`src/rtl/impaired_frame_channel_unit_defines.svh`:
```
// assertion macros for the impaired frame channel
`ifndef IMPAIRED_FRAME_CHANNEL_UNIT_DEFINES_SVH
`define IMPAIRED_FRAME_CHANNEL_UNIT_DEFINES_SVH
`ifndef ASSERT_OFF
`define IFC_ASSERT_IMPL(label, clk, rst_n, prop) \
    label: assert property (@(posedge clk) disable iff (!rst_n) prop) \
        else $error("assertion failed");
`define IFC_ASSERT_NEVER(label, clk, rst_n, expr) \
    label: assert property (@(posedge clk) disable iff (!rst_n) !(expr)) \
        else $error("forbidden condition");
`else
`define IFC_ASSERT_IMPL(label, clk, rst_n, prop)
`define IFC_ASSERT_NEVER(label, clk, rst_n, expr)
`endif
`endif

```
`src/rtl/ifc_pkg.sv`:
```
// shared types, constants and helpers of the impaired frame channel
`default_nettype none
package ifc_pkg;
    localparam int unsigned QueueDepthDefault = 16;
    localparam int unsigned MaxPayloadDefault = 8;

    typedef enum logic [1:0] {
        OP_PUBLISH = 2'd0,
        OP_INJECT  = 2'd1,
        OP_POLL    = 2'd2,
        OP_SETTIME = 2'd3
    } t_op;

    typedef enum logic [2:0] {
        ST_OK      = 3'd0,
        ST_RANGE   = 3'd1,
        ST_FULL    = 3'd2,
        ST_EMPTY   = 3'd3,
        ST_NOT_DUE = 3'd4,
        ST_DROPPED = 3'd5
    } t_status;

    typedef enum logic [1:0] {
        CFG_LOSS   = 2'd0,
        CFG_DELAY  = 2'd1,
        CFG_TAMPER = 2'd2,
        CFG_SEED   = 2'd3
    } t_cfg_idx;

    typedef enum logic [2:0] {
        BK_IDLE,
        BK_DUE,
        BK_DRAW1,
        BK_MOD1,
        BK_DRAW2,
        BK_MOD2,
        BK_DONE
    } t_bk_state;

    typedef struct packed {
        logic [1:0]  op;
        logic [31:0] frame_id;
        logic [3:0]  length_code;
        logic [63:0] payload;
        logic [47:0] time_ms;
        logic [31:0] seq_in;
        logic [7:0]  alive_in;
    } t_req;

    typedef struct packed {
        t_status     status;
        logic [31:0] out_id;
        logic [3:0]  out_length;
        logic [63:0] out_payload;
        logic [47:0] out_stamp;
        logic [31:0] out_seq;
        logic [7:0]  out_alive;
        logic        crc_invalid;
        logic [4:0]  fill_level;
    } t_rsp;

    function automatic logic [63:0] xorshift(input logic [63:0] s);
        logic [63:0] x;
        x = s ^ (s << 13);
        x = x ^ (x >> 7);
        x = x ^ (x << 17);
        return x;
    endfunction

    function automatic logic [63:0] byte_mask(input logic [3:0] len);
        logic [63:0] m;
        m = '0;
        for (int i = 0; i < 8; i++) begin
            if (len > 4'(i)) begin
                m[i*8 +: 8] = 8'hff;
            end
        end
        return m;
    endfunction
endpackage
`default_nettype wire

```
`src/rtl/ifc_if.sv`:
```
// valid/ready channel interfaces for requests, results and configuration
`default_nettype none
interface ifc_req_if import ifc_pkg::*; ();
    logic valid;
    logic ready;
    t_req data;
    modport source (output valid, output data, input ready);
    modport sink (input valid, input data, output ready);
endinterface

interface ifc_rsp_if import ifc_pkg::*; ();
    logic valid;
    logic ready;
    t_rsp data;
    modport source (output valid, output data, input ready);
    modport sink (input valid, input data, output ready);
endinterface

interface ifc_cfg_if;
    logic        valid;
    logic        ready;
    logic [1:0]  index;
    logic [63:0] wdata;
    modport source (output valid, output index, output wdata, input ready);
    modport sink (input valid, input index, input wdata, output ready);
endinterface
`default_nettype wire

```
`src/rtl/ifc_ram.sv`:
```
// generic single-port-write ram with registered read
`default_nettype none
module ifc_ram #(
    parameter int unsigned WIDTH = 8,
    parameter int unsigned DEPTH = 16
) (
    input  wire logic                     i_clk,
    input  wire logic                     i_we,
    input  wire logic [$clog2(DEPTH)-1:0] i_waddr,
    input  wire logic [WIDTH-1:0]         i_wdata,
    input  wire logic [$clog2(DEPTH)-1:0] i_raddr,
    output logic      [WIDTH-1:0]         o_rdata
);
    logic [WIDTH-1:0] r_mem [DEPTH];

    always_ff @(posedge i_clk) begin
        if (i_we) begin
            r_mem[i_waddr] <= i_wdata;
        end
        o_rdata <= r_mem[i_raddr];
    end
endmodule
`default_nettype wire

```
`src/rtl/ifc_front.sv`:
```
// front end: takes items and queues them for the back end
`default_nettype none
module ifc_front import ifc_pkg::*; (
    input  wire logic i_clk,
    input  wire logic i_rst_n,
    ifc_req_if.sink   s_in,
    ifc_req_if.source m_q
);
    logic r_full;
    t_req r_data;

    assign s_in.ready = !r_full;
    assign m_q.valid  = r_full;
    assign m_q.data   = r_data;

    always_ff @(posedge i_clk) begin
        if (!i_rst_n) begin
            r_full <= 1'b0;
        end else if (s_in.valid && !r_full) begin
            r_full <= 1'b1;
        end else if (m_q.ready) begin
            r_full <= 1'b0;
        end
    end

    always_ff @(posedge i_clk) begin
        if (s_in.valid && !r_full) begin
            r_data <= s_in.data;
        end
    end
endmodule
`default_nettype wire

```
`src/rtl/ifc_back.sv`:
```
// back end: frame queue, due check, loss and tamper draws
`default_nettype none
`include "impaired_frame_channel_unit_defines.svh"
module ifc_back import ifc_pkg::*; #(
    parameter int unsigned QUEUE_DEPTH = QueueDepthDefault,
    parameter int unsigned MAX_PAYLOAD_BYTES = MaxPayloadDefault
) (
    input  wire logic i_clk,
    input  wire logic i_rst_n,
    ifc_req_if.sink   s_q,
    ifc_rsp_if.source m_out,
    ifc_cfg_if.sink   s_cfg
);
    localparam int unsigned AW = (QUEUE_DEPTH > 1) ? $clog2(QUEUE_DEPTH) : 1;
    localparam int unsigned CW = $clog2(QUEUE_DEPTH + 1);
    localparam int unsigned FW = 32 + 4 + 64 + 48 + 32 + 8;

    t_bk_state r_state, n_state;
    logic [AW-1:0] r_rd, r_wr;
    logic [CW-1:0] r_held;
    logic [63:0]   r_gen, r_draw;
    logic [31:0]   r_nseq;
    logic [7:0]    r_nalive;
    logic [47:0]   r_now;
    logic [6:0]    r_loss;
    logic [31:0]   r_delay;
    logic          r_tamper;
    logic [6:0]    r_rem;
    logic [6:0]    r_cnt;
    logic [3:0]    r_lrem;
    logic [23:0]   r_acc;
    logic          r_ovalid;
    t_rsp          r_rsp;

    logic          we;
    logic [FW-1:0] wdata, rdata;
    logic [31:0]   h_id;
    logic [3:0]    h_len;
    logic [63:0]   h_pay;
    logic [47:0]   h_stamp;
    logic [31:0]   h_seq;
    logic [7:0]    h_alive;
    logic          take;
    logic          len_bad, full;
    logic [48:0]   due;
    logic [5:0]    flip;
    logic [63:0]   gen_next;
    logic [10:0]   fold_w, rem_w;
    t_rsp          take_rsp;

    assign {h_id, h_len, h_pay, h_stamp, h_seq, h_alive} = rdata;
    assign take = s_q.valid && r_state == BK_IDLE && !r_ovalid;
    assign s_q.ready = take;
    assign s_cfg.ready = 1'b1;
    assign m_out.valid = r_ovalid;
    assign m_out.data = r_rsp;
    assign len_bad = s_q.data.length_code > 4'(MAX_PAYLOAD_BYTES);
    assign full = r_held >= CW'(QUEUE_DEPTH);
    assign we = take && (s_q.data.op == OP_PUBLISH || s_q.data.op == OP_INJECT)
        && !len_bad && !full;
    assign due = {1'b0, h_stamp} + {17'd0, r_delay};
    assign flip = {r_lrem[2:0], r_draw[2:0]};
    assign gen_next = xorshift(r_gen);
    assign fold_w = 11'(14'(r_acc[23:10]) * 14'd24 + 14'(r_acc[9:0]));

    always_comb begin
        rem_w = fold_w;
        if (rem_w >= 11'd800) begin
            rem_w = rem_w - 11'd800;
        end
        if (rem_w >= 11'd400) begin
            rem_w = rem_w - 11'd400;
        end
        if (rem_w >= 11'd200) begin
            rem_w = rem_w - 11'd200;
        end
        if (rem_w >= 11'd100) begin
            rem_w = rem_w - 11'd100;
        end
    end

    always_comb begin
        if (s_q.data.op == OP_PUBLISH) begin
            wdata = {s_q.data.frame_id, s_q.data.length_code,
                     s_q.data.payload & byte_mask(s_q.data.length_code),
                     s_q.data.time_ms, r_nseq, r_nalive};
        end else begin
            wdata = {s_q.data.frame_id, s_q.data.length_code, s_q.data.payload,
                     s_q.data.time_ms, s_q.data.seq_in, s_q.data.alive_in};
        end
    end

    always_comb begin
        take_rsp = '0;
        take_rsp.fill_level = 5'(r_held);
        case (s_q.data.op)
            OP_PUBLISH, OP_INJECT: begin
                take_rsp.status = len_bad ? ST_RANGE : (full ? ST_FULL : ST_OK);
                take_rsp.fill_level = 5'(r_held + CW'(we));
            end
            OP_POLL: take_rsp.status = (r_held == '0) ? ST_EMPTY : ST_OK;
            default: take_rsp.status = ST_OK;
        endcase
    end

    ifc_ram #(.WIDTH(FW), .DEPTH(QUEUE_DEPTH)) u_ram (
        .i_clk  (i_clk),
        .i_we   (we),
        .i_waddr(r_wr),
        .i_wdata(wdata),
        .i_raddr(r_rd),
        .o_rdata(rdata)
    );

    always_ff @(posedge i_clk) begin
        if (!i_rst_n) begin
            r_state <= BK_IDLE;
        end else begin
            r_state <= n_state;
        end
    end

    always_comb begin
        n_state = r_state;
        case (r_state)
            BK_IDLE: begin
                if (take && s_q.data.op == OP_POLL && r_held != '0) begin
                    n_state = BK_DUE;
                end
            end
            BK_DUE: begin
                n_state = ({1'b0, r_now} < due) ? BK_DONE : BK_DRAW1;
            end
            BK_DRAW1: n_state = BK_MOD1;
            BK_MOD1: begin
                if (r_cnt == '0) begin
                    if (r_rem < r_loss || !r_tamper) begin
                        n_state = BK_DONE;
                    end else begin
                        n_state = BK_DRAW2;
                    end
                end
            end
            BK_DRAW2: n_state = BK_MOD2;
            BK_MOD2: begin
                if (r_cnt == '0) begin
                    n_state = BK_DONE;
                end
            end
            BK_DONE: n_state = BK_IDLE;
            default: n_state = BK_IDLE;
        endcase
    end

    always_ff @(posedge i_clk) begin
        if (!i_rst_n) begin
            r_rd     <= '0;
            r_wr     <= '0;
            r_held   <= '0;
            r_gen    <= 64'd1;
            r_nseq   <= 32'd1;
            r_nalive <= '0;
            r_now    <= '0;
            r_loss   <= '0;
            r_delay  <= '0;
            r_tamper <= 1'b0;
            r_ovalid <= 1'b0;
        end else begin
            if (s_cfg.valid) begin
                case (s_cfg.index)
                    CFG_LOSS:   r_loss <= s_cfg.wdata[6:0];
                    CFG_DELAY:  r_delay <= s_cfg.wdata[31:0];
                    CFG_TAMPER: r_tamper <= s_cfg.wdata[0];
                    CFG_SEED:   r_gen <= (s_cfg.wdata == '0) ? 64'd1 : s_cfg.wdata;
                    default: ;
                endcase
            end
            if (take && !(s_q.data.op == OP_POLL && r_held != '0)) begin
                r_ovalid <= 1'b1;
            end else if (r_state == BK_DONE) begin
                r_ovalid <= 1'b1;
            end else if (m_out.ready) begin
                r_ovalid <= 1'b0;
            end
            if (we) begin
                r_wr <= (r_wr == AW'(QUEUE_DEPTH - 1)) ? '0 : r_wr + 1'b1;
                r_held <= r_held + 1'b1;
                if (s_q.data.op == OP_PUBLISH) begin
                    r_nseq <= r_nseq + 1'b1;
                    r_nalive <= r_nalive + 1'b1;
                end
            end
            if (take && s_q.data.op == OP_SETTIME) begin
                r_now <= s_q.data.time_ms;
            end
            if (r_state == BK_DUE && !({1'b0, r_now} < due)) begin
                r_rd <= (r_rd == AW'(QUEUE_DEPTH - 1)) ? '0 : r_rd + 1'b1;
                r_held <= r_held - 1'b1;
            end
            if (r_state == BK_DRAW1 || r_state == BK_DRAW2) begin
                r_gen <= gen_next;
            end
        end
    end

    // draw % 100 by folding 2^k mod 100 terms, draw % length by serial restoring division
    always_ff @(posedge i_clk) begin
        case (r_state)
            BK_DRAW1: begin
                r_draw <= gen_next;
                r_cnt  <= 7'd4;
            end
            BK_DRAW2: begin
                r_draw <= gen_next;
                r_lrem <= '0;
                r_cnt  <= 7'd64;
            end
            BK_MOD1: begin
                if (r_cnt != '0) begin
                    r_cnt <= r_cnt - 1'b1;
                    case (r_cnt)
                        7'd4: r_acc <= 24'(r_draw[15:0]) + 24'(r_draw[31:16]) * 24'd36
                            + 24'(r_draw[47:32]) * 24'd96 + 24'(r_draw[63:48]) * 24'd56;
                        7'd3: r_acc <= 24'(r_acc[23:12]) * 24'd96 + 24'(r_acc[11:0]);
                        7'd2: r_acc <= 24'(r_acc[23:10]) * 24'd24 + 24'(r_acc[9:0]);
                        default: r_rem <= 7'(rem_w);
                    endcase
                end
            end
            BK_MOD2: begin
                if (r_cnt != '0) begin
                    r_cnt <= r_cnt - 1'b1;
                    r_draw <= {r_draw[62:0], r_draw[63]};
                    if ({r_lrem, r_draw[63]} >= {1'b0, r_rsp.out_length}) begin
                        r_lrem <= 4'({r_lrem, r_draw[63]} - {1'b0, r_rsp.out_length});
                    end else begin
                        r_lrem <= {r_lrem[2:0], r_draw[63]};
                    end
                end
            end
            default: ;
        endcase
    end

    always_ff @(posedge i_clk) begin
        if (take) begin
            r_rsp <= take_rsp;
        end
        if (r_state == BK_DUE) begin
            if ({1'b0, r_now} < due) begin
                r_rsp.status <= ST_NOT_DUE;
            end else begin
                r_rsp.fill_level <= 5'(r_held - 1'b1);
                r_rsp.out_id <= h_id;
                r_rsp.out_length <= h_len;
                r_rsp.out_payload <= h_pay;
                r_rsp.out_stamp <= h_stamp;
                r_rsp.out_seq <= h_seq;
                r_rsp.out_alive <= h_alive;
            end
        end
        if (r_state == BK_MOD1 && r_cnt == '0 && r_rem < r_loss) begin
            r_rsp.status <= ST_DROPPED;
            r_rsp.out_id <= '0;
            r_rsp.out_length <= '0;
            r_rsp.out_payload <= '0;
            r_rsp.out_stamp <= '0;
            r_rsp.out_seq <= '0;
            r_rsp.out_alive <= '0;
        end
        if (r_state == BK_DRAW2) begin
            r_rsp.crc_invalid <= gen_next[0] && r_rsp.out_length != '0;
        end
        if (r_state == BK_MOD2 && r_cnt == '0 && r_rsp.crc_invalid) begin
            r_rsp.out_payload[flip] <= ~r_rsp.out_payload[flip];
        end
    end

    `IFC_ASSERT_IMPL(a_held_range, i_clk, i_rst_n, r_held <= CW'(QUEUE_DEPTH))
    `IFC_ASSERT_NEVER(a_take_busy, i_clk, i_rst_n, take && r_state != BK_IDLE)
    `IFC_ASSERT_IMPL(a_done_valid, i_clk, i_rst_n, r_state == BK_DONE |=> r_ovalid)
    `IFC_ASSERT_NEVER(a_we_poll, i_clk, i_rst_n, we && r_state != BK_IDLE)
endmodule
`default_nettype wire

```
`src/rtl/impaired_frame_channel_unit.sv`:
```
// top level of the impaired frame channel
// publish, inject, set time and an empty poll are answered from the take; a poll not yet due
// after the due check, a due poll after the loss draw and, if kept with tampering on, the tamper draw
// the loss draw folds its draw to a remainder by 100, the tamper draw takes a remainder by length
// one item at a time in the back end, none taken while a result waits; the front stage holds the next
// synchronous active-low reset empties the queue and restores the control and configuration registers
`default_nettype none
module impaired_frame_channel_unit import ifc_pkg::*; #(
    parameter int unsigned QUEUE_DEPTH = QueueDepthDefault,
    parameter int unsigned MAX_PAYLOAD_BYTES = MaxPayloadDefault
) (
    input  wire logic i_clk,
    input  wire logic i_rst_n,
    ifc_req_if.sink   s_in,
    ifc_rsp_if.source m_out,
    ifc_cfg_if.sink   s_cfg
);
    ifc_req_if u_q ();

    ifc_front u_front (
        .i_clk  (i_clk),
        .i_rst_n(i_rst_n),
        .s_in   (s_in),
        .m_q    (u_q.source)
    );

    ifc_back #(
        .QUEUE_DEPTH      (QUEUE_DEPTH),
        .MAX_PAYLOAD_BYTES(MAX_PAYLOAD_BYTES)
    ) u_back (
        .i_clk  (i_clk),
        .i_rst_n(i_rst_n),
        .s_q    (u_q.sink),
        .m_out  (m_out),
        .s_cfg  (s_cfg)
    );
endmodule
`default_nettype wire

```
`src/flat_wrapper.sv`:
```
// flat-port wrapper written by rule: the top's interface ports become plain ports
module impaired_frame_channel_unit_flat import ifc_pkg::*;
#(
    parameter int unsigned QUEUE_DEPTH = QueueDepthDefault,
    parameter int unsigned MAX_PAYLOAD_BYTES = MaxPayloadDefault
)
  (i_clk, i_rst_n, s_in_valid, s_in_data, s_in_ready, m_out_valid, m_out_data, m_out_ready, s_cfg_valid, s_cfg_index, s_cfg_wdata, s_cfg_ready);
  ifc_req_if s_in_i ();
  ifc_rsp_if m_out_i ();
  ifc_cfg_if s_cfg_i ();
  input  wire logic i_clk;
  input  wire logic i_rst_n;
  input wire logic [$bits(s_in_i.valid)-1:0] s_in_valid;
  input wire logic [$bits(s_in_i.data)-1:0] s_in_data;
  output wire logic [$bits(s_in_i.ready)-1:0] s_in_ready;
  output wire logic [$bits(m_out_i.valid)-1:0] m_out_valid;
  output wire logic [$bits(m_out_i.data)-1:0] m_out_data;
  input wire logic [$bits(m_out_i.ready)-1:0] m_out_ready;
  input wire logic [$bits(s_cfg_i.valid)-1:0] s_cfg_valid;
  input wire logic [$bits(s_cfg_i.index)-1:0] s_cfg_index;
  input wire logic [$bits(s_cfg_i.wdata)-1:0] s_cfg_wdata;
  output wire logic [$bits(s_cfg_i.ready)-1:0] s_cfg_ready;
  assign s_in_i.valid = s_in_valid;
  assign s_in_i.data = s_in_data;
  assign s_in_ready = s_in_i.ready;
  assign m_out_valid = m_out_i.valid;
  assign m_out_data = m_out_i.data;
  assign m_out_i.ready = m_out_ready;
  assign s_cfg_i.valid = s_cfg_valid;
  assign s_cfg_i.index = s_cfg_index;
  assign s_cfg_i.wdata = s_cfg_wdata;
  assign s_cfg_ready = s_cfg_i.ready;
  impaired_frame_channel_unit #(.QUEUE_DEPTH(QUEUE_DEPTH), .MAX_PAYLOAD_BYTES(MAX_PAYLOAD_BYTES)) u_core (.i_clk(i_clk), .i_rst_n(i_rst_n), .s_in(s_in_i), .m_out(m_out_i), .s_cfg(s_cfg_i));
endmodule
```
`config.mk`:
```
export PLATFORM = sky130hd
export DESIGN_NAME = impaired_frame_channel_unit_flat
export DESIGN_NICKNAME = d
export VERILOG_FILES = /design/src/rtl/ifc_pkg.sv /design/src/rtl/ifc_if.sv /design/src/rtl/ifc_ram.sv /design/src/rtl/ifc_front.sv /design/src/rtl/ifc_back.sv /design/src/rtl/impaired_frame_channel_unit.sv /design/src/flat_wrapper.sv
export VERILOG_INCLUDE_DIRS = /design/src /design/src/rtl
export SDC_FILE = /design/constraint.sdc
export NUM_CORES = 2
export LEC_CHECK = 0
export BUFFER_PORTS_ARGS = -buffer_cell sky130_fd_sc_hd__clkbuf_2
export CORE_MARGIN = 5
export CORE_UTILIZATION = 60
export DETAILED_ROUTE_END_ITERATION = 10
export PLACE_DENSITY = 0.77
export SYNTH_ARGS = -nofsm -noshare
export SYNTH_HDL_FRONTEND = slang
export SYNTH_HIERARCHICAL = 1
export SYNTH_SLANG_ARGS = --single-unit
```
`constraint.sdc`:
```
create_clock -name i_clk -period 43.8 [get_ports i_clk]
set_input_delay 6.57 -clock i_clk [delete_from_list [all_inputs] [get_ports i_clk]]
set_output_delay 6.57 -clock i_clk [all_outputs]
set_load 0.02 [all_outputs]
```
==> run metrics <==
Tcrit/Tclk final 21.3%; Rows 187; critical path required time 44,300 ps; Crit. End Element register; post-route ant nets 0; Net Count, Synth 9,632; Final Skew 105 ps; setup slack at placement 33,680 ps; met1 WL 152 mm; Synth warnings 6; Peak VDD IR 0.113 mV; worst hold path depth 2; vias per cell 6.68; violation count after the first detailed-route iteration 12,500; vias 89,100; most frequent cells in the layout 3,305 x edfxtp_1, 700 x mux4_2, 661 x nand2_1; cts repair resizes 0; Fmax achieved 107 MHz; area delta synth->final 12.1%; CP Data Arrival Time 9820 ps; synthesized area 156,000 sq um; CTS buffer count 382; Sink Count 3,899; Fin. Hold Viols 0; met2 wire len 201 mm; mean post-synth cell area 17.2 sq um; largest net degree at the start of global routing 197; Post-synth EDFFs 3,305; met3 WL 45.6 mm; Tmin final 9320 ps; Routability Congestion 0.925; total power draw 9170 uW; setup violators final 0; max-cap viol count 0; Max Slew Vio Count 0; Setup TNS 0 ps; initial cell density of the core 60.3%; total gr overflow 0; htree depth 5; cells on worst reg2reg path 32; highest metal used met5; Total Routed Length 418 mm; leakage 0.0593 uW; Die W 521 um; layout cell share with drive strength beyond 1 21.4%; Max clock buf depth 4; Routed WL per cell 31.3 um; IO buf count 459; initial antenna violation count 19; Cell Pwr Density 52.3 nW/um^2; Cells after Synth 9,097; Startpoint Class primary input; Core Box Area 259,000 sq um; CTS tree built; status completed; commonest non-fill, non-tap cell in the layout edfxtp_1; Worst-Skew Late Latency 950 ps; RSZ-0062 raised after global routing no; Post-layout nets 10,100; Die Y 521 um; # IOs 461; Main synth FF type edfxtp_1; First-pass DRT Iterations 7; Setup WS post-layout 34,480 ps; min-delay worst type reg -> reg; Root Driver clkbuf_16; worst relative slew slack 6.18%; CP Max Fanout 51; CTS Hold Buffers Added 0; critical path class in -> reg; vias in the first global route 88,800; post-route core utilization 67.5%; dpl hpwl 230 mm; FFs w/ async S/R, synth 0%; Post-Layout Cell Count 13,300; dpl cells 12,600; # DRC 0; gr usage total 30.3%; number of synthesized register bits 3,899; wire length of the first global-routing pass 604 mm; Slew @ Worst Pin 1410 ps; sequential area share after synthesis 71.1%; Setup Fix Bufs, Post-CTS 0; Unique masters post-synth 91; register clock-pin slew on the reported worst setup and hold paths 60 ps; Die ar. 271,000 sq um
## power by group
| group | switching, uW | internal [uW] |
|---|---|---|
| combinational | 912 | 664 |
| clock | 1400 | 1930 |
| sequential | 77.6 | 4180 |
| total | 2390 | 6770 |
## through the flow
stage | hold WS [ps] | area (sq um)
finish | 443 | 175000
global route | 449 | 175000
CTS | 444 | 175000
detailed placement | 432 | 162000
global placement | 425 | 162000
floorplan | 417 | 156000
## worst max-delay path, stage by stage
cell and delay (ps):
clkbuf_2 90, nor2b_4 650, buf_4 660, buf_4 770, buf_4 830
## sequential cells by signal, summed over array words and instances, names as in the netlist, 3 cells and up
signal / count
u_core/u_back/r_draw: 64
u_core/u_back/u_ram/o_rdata: 188
u_core/u_back/r_nalive: 8
u_core/u_front/m_q.data: 190
u_core/u_back/r_lrem: 4
u_core/u_back/r_state: 3
u_core/u_back/r_loss: 7
u_core/u_back/r_held: 5
u_core/u_back/r_cnt: 7
u_core/u_back/r_rd: 4
u_core/u_back/r_nseq: 32
u_core/u_back/r_gen: 64
u_core/u_back/r_wr: 4
u_core/u_back/r_now: 48
u_core/u_back/u_ram/r_mem: 3008
u_core/u_back/r_acc: 24
u_core/u_back/r_delay: 32
u_core/u_back/r_rem: 7
u_core/u_back/m_out.data: 197
## cell usage after synthesis (all sizes together) (40+ instances only)
library cell | number | area [sq um]
mux4 | 700 | 15800
fa | 55 | 1100
a21o | 71 | 534
nor2b | 108 | 676
nor2 | 192 | 721
xnor2 | 255 | 2260
nand2 | 663 | 2490
o21bai | 40 | 300
o21ai | 193 | 973
dfxtp | 594 | 11900
nand2b | 58 | 363
edfxtp | 3305 | 99200
ha | 219 | 2740
a21boi | 92 | 691
mux2i | 169 | 1690
a22oi | 317 | 2380
inv | 165 | 619
a21oi | 303 | 1520
o221ai | 51 | 447
o22ai | 96 | 601
clkbuf | 282 | 1060
and3 | 88 | 551
and2 | 160 | 1000
mux2 | 141 | 1590
nand3 | 189 | 946
xor2 | 105 | 946
buf | 195 | 1020
## path summary, 6_finish.rpt
kind	start	end	slack [ps]
worst min register to register	u_core/u_back/u_ram/o_rdata[29]	u_core/u_back/m_out.data[35]	440
worst max register to register	u_core/u_back/u_ram/o_rdata[41]	u_core/u_back/m_out.data[30]	34560
worst max-delay path	s_in_valid	u_core/u_front/m_q.data[184]	34480
worst min-delay path	u_core/u_back/u_ram/o_rdata[29]	u_core/u_back/m_out.data[35]	440
## layer usage
layer | vias to the layer above | GRT usage, %
li1 | 36700 | -
met5 | - | 0
met2 | 5922 | 48.6
met4 | 2 | 12.4
met1 | 45600 | 41.7
met3 | 865 | 5.60
## layout make-up
| cell class | count | area, sq um |
|---|---|---|
| Antenna cell | 9 | 22.5 |
| Tap cell | 3402 | 4260 |
| Multi-Input combinational cell | 4556 | 42800 |
| Inverter | 165 | 619 |
| Clock buffer | 506 | 10600 |
| Fill cell | 16400 | 84200 |
| Clock inverter | 203 | 2160 |
| Timing Repair Buffer | 601 | 3610 |
| Sequential cell | 3899 | 111000 |
## kinds of logic (layout without fill, tap and decap cells)
group                    after synthesis  after routing  share of synthesized area (%)
adder cells (fa/ha/maj)              274            274                           2.46
XOR/XNOR                             360            360                           2.05
AO/OA/AOI/OAI                       1290           1290                           5.52
other                                  1             10                        0.00240
buffers and inverters                642           1475                           1.73
AND/OR/NAND/NOR                     1621           1621                           4.99
multiplexers                        1010           1010                           12.2
flip-flops                          3899           3899                           71.1
No activity file was read; power rests on OpenSTA's default activity.
